$ cat config.mk
export PLATFORM = sky130hd
export DESIGN_NAME = llcc_front
export DESIGN_NICKNAME = d
export VERILOG_FILES = /design/src/sv/llcc_pkg.sv /design/src/sv/llcc_front.sv
export SDC_FILE = /design/constraint.sdc
export NUM_CORES = 1
export LEC_CHECK = 0
export BUFFER_PORTS_ARGS = -buffer_cell sky130_fd_sc_hd__buf_2
export CAP_MARGIN = 20
export CORE_MARGIN = 2
export CORE_UTILIZATION = 60
export CTS_BUF_LIST = sky130_fd_sc_hd__clkbuf_16
export DETAILED_ROUTE_END_ITERATION = 16
export PLACE_DENSITY_LB_ADDON = 0.2
export SETUP_SLACK_MARGIN = 0.5
export SLEW_MARGIN = 40
export SYNTH_ARGS = -nofsm -noshare
export SYNTH_HDL_FRONTEND = slang
export SYNTH_SLANG_ARGS = --single-unit
export TNS_END_PERCENT = 50
$ cat constraint.sdc
create_clock -name clk -period 12 [get_ports clk]
set_input_delay 1.8 -clock clk [delete_from_list [all_inputs] [get_ports clk]]
set_output_delay 1.8 -clock clk [all_outputs]
set_load 0.01 [all_outputs]
$ cat src/sv/llcc_pkg.sv
// Shared types, constants and the saturation helper of the log-lag cross correlator.
package llcc_pkg;

	localparam int LINE_W = 10;
	localparam int COMP_W = 6;
	localparam int LAG_W = 6;
	localparam int CFG_W = 11;
	localparam int CIDX_W = 2;
	localparam int PAIR_W = 39;
	localparam int SUM_W = 50;
	localparam int CNT_W = 11;
	localparam int DIV_NW = 64;
	localparam int DIV_DW = 32;

	localparam logic ACT_LOAD = 1'b0;
	localparam logic ACT_RUN = 1'b1;

	localparam logic [CIDX_W-1:0] REG_BLOCK_LEN = 2'd0;
	localparam logic [CIDX_W-1:0] REG_NUM_POINTS = 2'd1;
	localparam logic [CIDX_W-1:0] REG_NUM_Q = 2'd2;

	// One accepted input item.
	typedef struct packed {
		logic action;
		logic [LINE_W-1:0] line_index;
		logic [COMP_W-1:0] q_index;
		logic [31:0] stamp;
		logic [15:0] re_a;
		logic [15:0] im_a;
		logic [15:0] re_b;
		logic [15:0] im_b;
	} cmd_t;

	// Configuration after clamping to the legal ranges.
	typedef struct packed {
		logic [10:0] block_len;
		logic [6:0] num_points;
		logic [6:0] num_q;
	} cfg_t;

	// One result item.
	typedef struct packed {
		logic [LAG_W-1:0] lag_index;
		logic lag_valid;
		logic [31:0] lag_time;
		logic [31:0] corr_avg;
		logic [31:0] corr_norm;
		logic [16:0] pair_count;
		logic last;
	} res_t;

	// Per-lag accumulator entry.
	typedef struct packed {
		logic [SUM_W-1:0] sum;
		logic [CNT_W-1:0] pairs;
		logic [31:0] stamp;
	} lag_ent_t;

	// Apply a sign to an unsigned quotient and saturate to 32 bits.
	function automatic logic [31:0] sat32(input logic neg, input logic [DIV_NW-1:0] q);
		logic [31:0] r;
		if (neg) begin
			if (q > 64'h0000_0000_8000_0000) r = 32'h8000_0000;
			else r = 32'(-q[31:0]);
		end else begin
			if (q > 64'h0000_0000_7FFF_FFFF) r = 32'h7FFF_FFFF;
			else r = q[31:0];
		end
		return r;
	endfunction

endpackage

$ cat src/sv/llcc_front.sv
// Front end: configuration registers and the queue of accepted items.
module llcc_front (
	input  logic clk,
	input  logic arst_n,
	input  logic push,
	output logic full,
	input  llcc_pkg::cmd_t cmd_in,
	input  logic cfg_we,
	input  logic [llcc_pkg::CIDX_W-1:0] cfg_index,
	input  logic [llcc_pkg::CFG_W-1:0] cfg_data,
	output logic cmd_valid,
	input  logic cmd_pop,
	output llcc_pkg::cmd_t cmd_out,
	output llcc_pkg::cfg_t cfg
);

	logic [10:0] block_len_q;
	logic [6:0] num_points_q;
	logic [6:0] num_q_q;
	llcc_pkg::cmd_t fifo_q [4];
	logic [1:0] wr_q;
	logic [1:0] rd_q;
	logic [2:0] cnt_q;
	logic do_push;
	logic do_pop;

	// Configuration writes; unknown indexes are dropped.
	always_ff @(posedge clk or negedge arst_n) begin
		if (!arst_n) begin
			block_len_q <= 11'd10;
			num_points_q <= 7'd64;
			num_q_q <= 7'd64;
		end else if (cfg_we) begin
			case (cfg_index)
				llcc_pkg::REG_BLOCK_LEN: block_len_q <= cfg_data;
				llcc_pkg::REG_NUM_POINTS: num_points_q <= cfg_data[6:0];
				llcc_pkg::REG_NUM_Q: num_q_q <= cfg_data[6:0];
				default: ;
			endcase
		end
	end

	// Clamp the registers to their working ranges.
	always_comb begin
		cfg.block_len = (block_len_q == 11'd0) ? 11'd1 :
			(block_len_q > 11'd1024) ? 11'd1024 : block_len_q;
		cfg.num_points = (num_points_q < 7'd2) ? 7'd2 :
			(num_points_q > 7'd64) ? 7'd64 : num_points_q;
		cfg.num_q = (num_q_q == 7'd0) ? 7'd1 :
			(num_q_q > 7'd64) ? 7'd64 : num_q_q;
	end

	// Four-entry item queue.
	assign full = cnt_q == 3'd4;
	assign cmd_valid = cnt_q != 3'd0;
	assign do_push = push && !full;
	assign do_pop = cmd_pop && cmd_valid;
	assign cmd_out = fifo_q[rd_q];

	always_ff @(posedge clk or negedge arst_n) begin
		if (!arst_n) begin
			wr_q <= '0;
			rd_q <= '0;
			cnt_q <= '0;
		end else begin
			if (do_push) wr_q <= wr_q + 2'd1;
			if (do_pop) rd_q <= rd_q + 2'd1;
			if (do_push && !do_pop) cnt_q <= cnt_q + 3'd1;
			else if (do_pop && !do_push) cnt_q <= cnt_q - 3'd1;
		end
	end

	always_ff @(posedge clk) begin
		if (do_push) fifo_q[wr_q] <= cmd_in;
	end

endmodule

Word level (Yosys, flattened, before mapping)
Memory sizes are Yosys's and may differ from the RTL's.
Index checks and enable logic that the tools add are counted.
{"block": "totals", "register_bits": 32, "ramBits": 452, "wordCells": 43, "mem_count": 1}
{"memory": "fifo_q", "words": 4, "width": 113, "rd": 1, "rd_clocked_by_memory_dff": 0, "write_ports": 1, "line": "llcc_front.sv:20", "rtl": "llcc_pkg::cmd_t fifo_q [4];"}
{"block": "op_classes", "n_addsub": 4, "n_lt_le_gt_ge": 4, "n_eq_ne": 3, "mux": 10, "reduce_logical": 15}
{"operator": "$mux 7", "count": 4}
{"operator": "$mux 11", "count": 2}
{"operator": "$gt 7x7->1 const B", "count": 2}
{"operator": "$gt 11x11->1 const B", "count": 1}
{"operator": "$logic_not 11->1", "count": 1}
{"operator": "$logic_not 7->1", "count": 1}
{"operator": "$lt 7x2->1 const B", "count": 1}
{"operator": "$mux 3", "count": 2}
{"operator": "$reduce_and 2->1", "count": 3}
{"operator": "$add 2x1->2 const B", "count": 2}
{"operator": "$logic_and 1x1->1", "count": 4}
{"operator": "$add 3x1->3 const B", "count": 1}
{"operator": "$eq 3x3->1 const B", "count": 1}
{"operator": "$logic_not 1->1", "count": 3}
{"operator": "$reduce_bool 3->1", "count": 1}
{"operator": "$sub 3x1->3 const B", "count": 1}
{"operator": "$eq 2x1->1 const B", "count": 1}
{"operator": "$eq 2x2->1 const B", "count": 1}
{"operator": "$logic_not 2->1", "count": 1}
{"operator": "$mux 1", "count": 2}
{"operator": "$reduce_bool 2->1", "count": 1}

Depth between registers and ports, before layout
Gate-level depths: netlist of the first run.
{"block": "depth", "ltp_word": 7, "ltp_mapped": 9, "ltp_nobuf": 8}

Least setup slack after synthesis of the first run
No wires, ideal clock.
{"block": "synth_timing", "path_type": "input -> register", "start": "input push", "end": "memory fifo_q[0][0] (netlist name) (enable)", "setup_time_ns": 0.485, "t_arrival_ns": 4.686, "required_time_ns": 11.515, "path_slack_ns": 6.829, "path_stages": 3, "path_buffers": 1, "path_cell_list": "nor2b_1 -> buf_2 -> and2_1"}
{"block": "synth_via", "elab_chain_len": 3}
{"element": "start: declaration", "line": "llcc_front.sv:5", "rtl": "input logic push,"}
{"element": "$logic_and 1x1->1", "line": "llcc_front.sv:56", "rtl": "assign do_push = push && !full;"}
{"element": "via do_push", "line": "llcc_front.sv:24", "rtl": "logic do_push;"}
{"element": "$mux 1", "line": "llcc_front.sv:74", "rtl": "if (do_push) fifo_q[wr_q] <= cmd_in;"}
{"element": "$mux 1 (not written as such)", "line": "llcc_front.sv:74"}
{"element": "end: declaration", "line": "llcc_front.sv:20"}
The timed path passes the listed nets, and every way through them passes these cells.

==> results of run 1 <==
cell usage in the layout, fill, tap and decap left out, drive strengths merged:
cell type and count:
nor3b 2, nor2 6, or3 1, nand2 2, mux2 26, nor2b 19, dfrtp 28, diode 7
xnor2 4, clkinv 18, dfstp 4, clkbuf 47, nand3b 2, nand3 2, fa 1, clkinvlp 3
nor3 1, o21ai 2, mux4 113, ha 5, bufinv 5, xor2 2, nand2b 1, buf 281
and2 4, edfxtp 452, a21oi 2, inv 16, nor4 3
power by group:
| group | switching (uW) | internal (uW) | leakage, uW |
|---|---|---|---|
| logic | 739 | 667 | 0.00218 |
| clock network | 565 | 817 | 0.000757 |
| registers | 152 | 2220 | 0.00451 |
path summary, 6_finish.rpt:
| check | from | end | slack, ns | cells after the start |
|---|---|---|---|---|
| max | rd_q[0]$_DFFE_PN0P_ | cmd_out[47] | 7.37 | 4 |
| min in group asynchronous | arst_n | block_len_q[8]$_DFFE_PN0P_ | 1.14 | 1 |
| max in group asynchronous | arst_n | num_points_q[6]$_DFFE_PN1P_ | 10.38 | 2 |
| min reg2reg | cnt_q[2]$_DFFE_PN0P_ | cnt_q[2]$_DFFE_PN0P_ | 0.50 | 1 |
| min | cnt_q[2]$_DFFE_PN0P_ | cnt_q[2]$_DFFE_PN0P_ | 0.50 | 1 |
| max reg2reg | cnt_q[2]$_DFFE_PN0P_ | fifo_q[3][40]$_DFFE_PP_ | 9.15 | 4 |
logic make-up after synthesis:
kind of cell    count (synthesis)
xor+xnor                        6
buf+inv                        37
simple gates                   43
mux                           139
fa+ha+maj                       6
flops                         484
compound gates                  4
registers in the layout, indices dropped and copies added, names as in the netlist:
register,cells
num_q_q,7
fifo_q,452
rd_q,2
block_len_q,11
wr_q,2
cnt_q,3
num_points_q,7
per-layer routing:
layer / vias to the layer above / global-route usage, % / wire length, um
li1: 3635 / - / -
met3: 45 / 5.017 / 2435
met4: 8 / 5.475 / 549
met5: - / 0 / 56
met1: 4220 / 29.27 / 13450
met2: 301 / 33.40 / 15880
stage by stage:
step	total power, uW	setup slack [ns]	utilization [%]	hold WS [ns]	cells
detailed placement	3836	7.714	66.55	0.4708	1356
global placement	3803	7.570	66.35	0.4734	1354
finish	5164	7.374	71.79	0.4992	1449
CTS	5223	7.145	71.55	0.4940	1440
floorplan	3327	6.829	-	0.4453	719
global route	5395	7.139	71.77	0.5316	1447
final cells by class:
type	instances	area [um2]	share of cell area (%)
Antenna cell	7	17.52	0.08277
Sequential cell	484	14390	67.98
Clock inverter	37	297.8	1.407
Tap cell	390	488.0	2.306
Multi-Input combinational cell	198	3269	15.45
Clock buffer	47	1176	5.557
Timing Repair Buffer	281	1510	7.136
Inverter	5	18.77	0.08868
==> results.md, run 1 <==
* Outcome: complete, no violations
* Setup_tns at 0 ns
* Xor/xnor share of the synthesized area at less than 1%
* Largest family of logic cells by synthesized area: multiplexers
* Post-CTS setup buffer count at 0
* Clk root buf: clkbuf_16
* Min-delay worst type: flop to flop
* Slew Limit Fails at 0
* Most common cell in the netlist: edfxtp_1
* Post-synth EDFFs at 452
* Slowest CP cell: dfrtp_4
* DR vias/cell at ~5.7
* Pleak at between 0.007 and 0.008 uW
* Mapped cell area at between 15000 and 20000 um2
* Buffers & Inverters on Critical Path at 3
* # fillers at 1810
* CTS tree: yes
* Clock transition time at the flip-flop clock pins of the worst setup and hold paths at 0.06 ns
* Crit. End Element: primary output
* Cells after Synth at ~720
* Yosys reg bits at a little under 500
* Post-synthesis sequential area ratio at between 80 and 90%
* Hold Violations, Final at 0
* Vias at slightly above 8000
* Total GRT Usage at approximately 21%
* GP Congestion at 0.7377
* DP HPWL at 19670 um
* Syn nets at ~860
* Max incr delay on CP at 0.84 ns
* Final min period at about 4.6 ns
* Max_slew headroom at around 47%
* CTS buffer count at 46
* CP arrival at 2.83 ns
* Adder-cell share of the synthesized area at less than 1%
* Startpoint Class: flop
* Max Cap Viol at 0
* Vias in the first global route at ~8500
* Share of cells above drive strength 1 at 47.15%
* Top cell type's share of synthesized area at ~76%
* Initial antenna violation count at 10
* Cts hold-fix bufs at 0
* Total number of yosys warnings at 0
* Clk buf depth at 3
* RSZ-0062 raised after global routing: no
* # H-tree levels at 2
* Die Ht at roughly 180 um
* Starting Density at approximately three fifths
* # IOs at approximately 270
* WS Path Type: flop to primary output
* Main synth FF type: edfxtp_1
* Initial drt markers at ~660
* WL final at between 30000 and 40000 um
* Cells taking the most area after synthesis: edfxtp_1 76%, mux4_2 14%, dfrtp_1 3.9%
* Dominant cell type by area after synthesis: edfxtp_1
* Multiplexer share of the synthesized area at between 10% and 20%
* Post-synthesis compound-gate area fraction at less than 1%
* 1st-pass router iterations at 4
* Maximum VDD drop at approximately 0.18 mV
* First-pass GRT wire length at slightly below 50000 um
* Required time worst endpoint at approximately 10 ns
* PD cells at about 240 nW/um2
* Delay-heaviest family, CP: buffers and inverters
* Clock skew at around 0.0098 ns
* I/O Buffers at 270
* Asr flop ratio synth at around 6.6%
* Final ANT Viol Nets at 0
* Simple-Gate Fraction of Synth Area at 1.458%
* Die W at approximately 180 um
* Layout area overhead at 18.58%
* Final setup violation count at 0
* Layout net count at 1153
* Clock insertion delay at the later pin of the skew report at between 0.5 and 0.6 ns
* Wire per inst at 22.34 um
* Largest net degree at the start of global routing at 72
* Clk sinks at roughly 480
* Post-CTS sizing at 0
* Site row count at 63
* Synth top cells by count: 452 x edfxtp_1, 113 x mux4_2, 28 x dfrtp_1, 25 x mux2_2, 19 x nor2b_1
* Die Area at around 31000 um2
* Cell area after layout at ~21000 um2
* Grt ovf at 0
* CP Cell Sequence: buf_4 -> buf_12 -> mux4_2 -> buf_2
* Drt drc at 0
* Placed cell area at around 20000 um2
* Synth cell types at 28
* Worst Tran Pin Value at 0.7978 ns
* Core area at about 29000 um2
* Post-Syn Area per Cell at 24.82 um2
* Max Fclk at approximately 0.22 GHz
* Period utilization at between 30% and 40%
* Crit Path Max Fanout at 32
Note: power is estimated with default switching activity, not from simulation.
==> run 2, diff against run 1 <==
- ABC_AREA: not set -> 1
- CORE_UTILIZATION: 60 -> 57
- clock period: 12 -> 4.4 ns (I/O delays scaled with it)
==> run 2 against run 1 <==
Against the previous run: utilization shrank 2.5 points; design area grew 3.6%; critical path depth grew 1; sequential power grew to 2.6 times the previous value; via count grew 37%; register-to-register slack lost 7.0 ns; sequential share of layout area shrank 2.4 points; cell count grew 39%; hold slack lost 0.32 ns; highest routed layer unchanged.
==> results.md, run 2 <==
* Outcome: complete, no violations
* Synth top cells by count: 452 x edfxtp_1, 251 x nor2_1, 250 x o21ai_0, 112 x o22ai_1, 43 x inv_1
* Most frequent cells in the layout: 452 x edfxtp_1, 270 x buf_2, 250 x o21ai_0, 247 x nor2_1, 112 x o22ai_1
* Pleak at ~0.0080 uW
* Post-CTS setup buffer count at 0
* Clock skew at about 0.012 ns
* Register with the most flip-flops: fifo_q
* Grt ovf at 0
* Clk buf depth at 3
* Initial drt markers at roughly 870
* Slew Limit Fails at 0
* Clk root buf: clkbuf_16
* Post-CTS sizing at 0
* Setup_tns at 0 ns
* Slowest CP cell: buf_4
* Syn nets at approximately 1400
* Mapped cell area at 18330 um2
* Starting Density at 57.95%
* Top cell type's share of synthesized area at 74.03%
* Main synth FF type: edfxtp_1
* Maximum VDD drop at approximately 0.43 mV
* Clock transition time at the flip-flop clock pins of the worst setup and hold paths at ~0.060 ns
* # H-tree levels at 2
* Startpoint Class: flop
* Min-delay worst type: input port to asynchronous set/reset pin
* Max_slew headroom at between 40% and 50%
* Cells after Synth at 1300
* Site row count at 65
* WS Path Type: flop to primary output
* Worst Tran Pin Value at approximately 0.80 ns
* Period utilization at between 70 and 80%
* Post-Syn Area per Cell at 14.10 um2
* DR vias/cell at between 5 and 6
* Layout net count at between 1500 and 2000
* Most common cell after layout, fill and taps aside: edfxtp_1
* Delay-heaviest family, CP: buffers and inverters
* I/O Buffers at 270
* Buffers & Inverters on Critical Path at 3
* Max Cap Viol at 0
* Cells taking the most area after synthesis: edfxtp_1 74%, o21ai_0 6.8%, nor2_1 5.1%
* Largest net degree at the start of global routing at 228
* Core area at 31640 um2
* CP Cell Sequence: buf_4 -> buf_4 -> o21ai_0 -> o22ai_1 -> buf_2
* 1st-pass router iterations at 5
* First-pass GRT wire length at ~59000 um
* Total number of yosys warnings at 0
* Pre-CTS setup slack at 1.559 ns
* Vias in the first global route at approximately 11000
* Biggest registers after layout: fifo_q: 452 flops, block_len_q: 11 flops
* CP arrival at about 2.8 ns
* Clock insertion delay at the later pin of the skew report at 0.54 ns
* Max Fclk at between 0.2 and 0.3 GHz
* Required time worst endpoint at around 3.7 ns
* Layout area overhead at 19.58%
* Tot Pwr at 15630 uW
* Die Area at about 34000 um2
* Hold Violations, Final at 0
* Layout Utilization at approximately 69%
* CTS tree: yes
* CTS buffer count at 48
* DP HPWL at 22290 um
* # IOs at ~270
* PD cells at 713.1 nW/um2
* Clk sinks at between 400 and 500
* Most common cell in the netlist: edfxtp_1
* Die Ht at ~180 um
* Worst setup margin at roughly 0.98 ns
* Number of flip-flops in the largest register at between 400 and 500
* Dominant cell type by area after synthesis: edfxtp_1
* RSZ-0062 raised after global routing: no
* Initial antenna violation count at 10
* Crit. End Element: primary output
* Vias at between 10000 and 15000
* Synth cell types at 31
* Final min period at 3.416 ns
* Wire per inst at 19.27 um
* Yosys reg bits at between 400 and 500
* # fillers at roughly 2200
* GP Congestion at between 0.7 and 0.8
* Final setup violation count at 0
* Post-synthesis sequential area ratio at between 70% and 80%
* Post-synth EDFFs at 452
* Cts hold-fix bufs at 0
* Die W at about 180 um
* Total GRT Usage at around 23%
* Asr flop ratio synth at 6.612%
* WL final at slightly below 40000 um
* Drt drc at 0
* Most used cell along the critical path: buf_4
* Crit Path Max Fanout at 54
* Max incr delay on CP at 0.58 ns
* Final ANT Viol Nets at 0
* Share of cells above drive strength 1 at between 20% and 30%
run 2: changes by cell type in the layout (fill, tap and decap cells not counted), sizes merged, moves of 15 or more:
cell,previous run,this run
nor2,6,261
o21ai,2,251
mux4,113,0
o22ai,0,113
inv,16,50
nand2,2,31
mux2,26,0
nor2b,19,0
buf,281,296
run 2: routing by layer:
metal	up-vias	track usage [%]	part of all wire, %
li1	5351	-	-
met1	5469	31.44	42
met2	360	36.82	48
met3	68	5.163	7.3
met4	4	7.616	2.5
met5	-	0	0.070
run 2: kinds of logic (layout without fill, tap and decap cells):
kind of cell / Yosys count / count (layout) / synth area share (%)
compound gates: 372 / 372 / 10.97
simple gates: 307 / 307 / 6.592
fa+ha+maj: 6 / 6 / 0.4504
flops: 484 / 484 / 78.43
xor+xnor: 5 / 5 / 0.2388
buf+inv: 126 / 429 / 3.317
other cells: 0 / 10 / 0
run 2: path summary, 6_finish.rpt:
path | startpoint | endpoint | slack [ns] | depth (start not counted)
setup / recovery | rd_q[1]$_DFFE_PN0P_ | cmd_out[62] | 0.98 | 5
hold / removal | arst_n | rd_q[1]$_DFFE_PN0P_ | 0.18 | 1
setup reg to reg | cnt_q[0]$_DFFE_PN0P_ | fifo_q[3][83]$_DFFE_PP_ | 2.13 | 6
hold reg to reg | num_q_q[3]$_DFFE_PN0P_ | num_q_q[3]$_DFFE_PN0P_ | 0.49 | 2
max in group asynchronous | arst_n | rd_q[0]$_DFFE_PN0P_ | 3.68 | 1
min in group clk | cmd_in[49] | fifo_q[0][49]$_DFFE_PP_ | 0.33 | 1
run 2: area by class of cell:
cell class	instances	area (um2)	area share, %
clock inverters	39	516.7	2.357
diodes	10	25.02	0.1141
flip-flops and latches	484	14390	65.62
inverters	45	175.2	0.7990
repair buffers	296	1714	7.819
multi-input cells	690	3377	15.40
clock buffers	49	1226	5.593
well taps	402	503.0	2.294
run 2: through the flow:
| step | hold WS (ns) | area [um2] | std cells |
|---|---|---|---|
| final | 0.1830 | 21920 | 2015 |
| after global routing | 0.2284 | 21910 | 2011 |
| after CTS | 0.1991 | 21870 | 2004 |
| after detailed placement | 0.4809 | 20130 | 1916 |
| after global placement | 0.4747 | 20060 | 1913 |
| after floorplan | 0.3644 | 18340 | 1300 |
run 2: report_power, final:
group	leakage (uW)	switching (uW)	total (uW)	internal, uW
registers	0.00452	221	6250	6030
clock network	0.000866	1640	4420	2780
logic	0.00260	3350	4970	1620
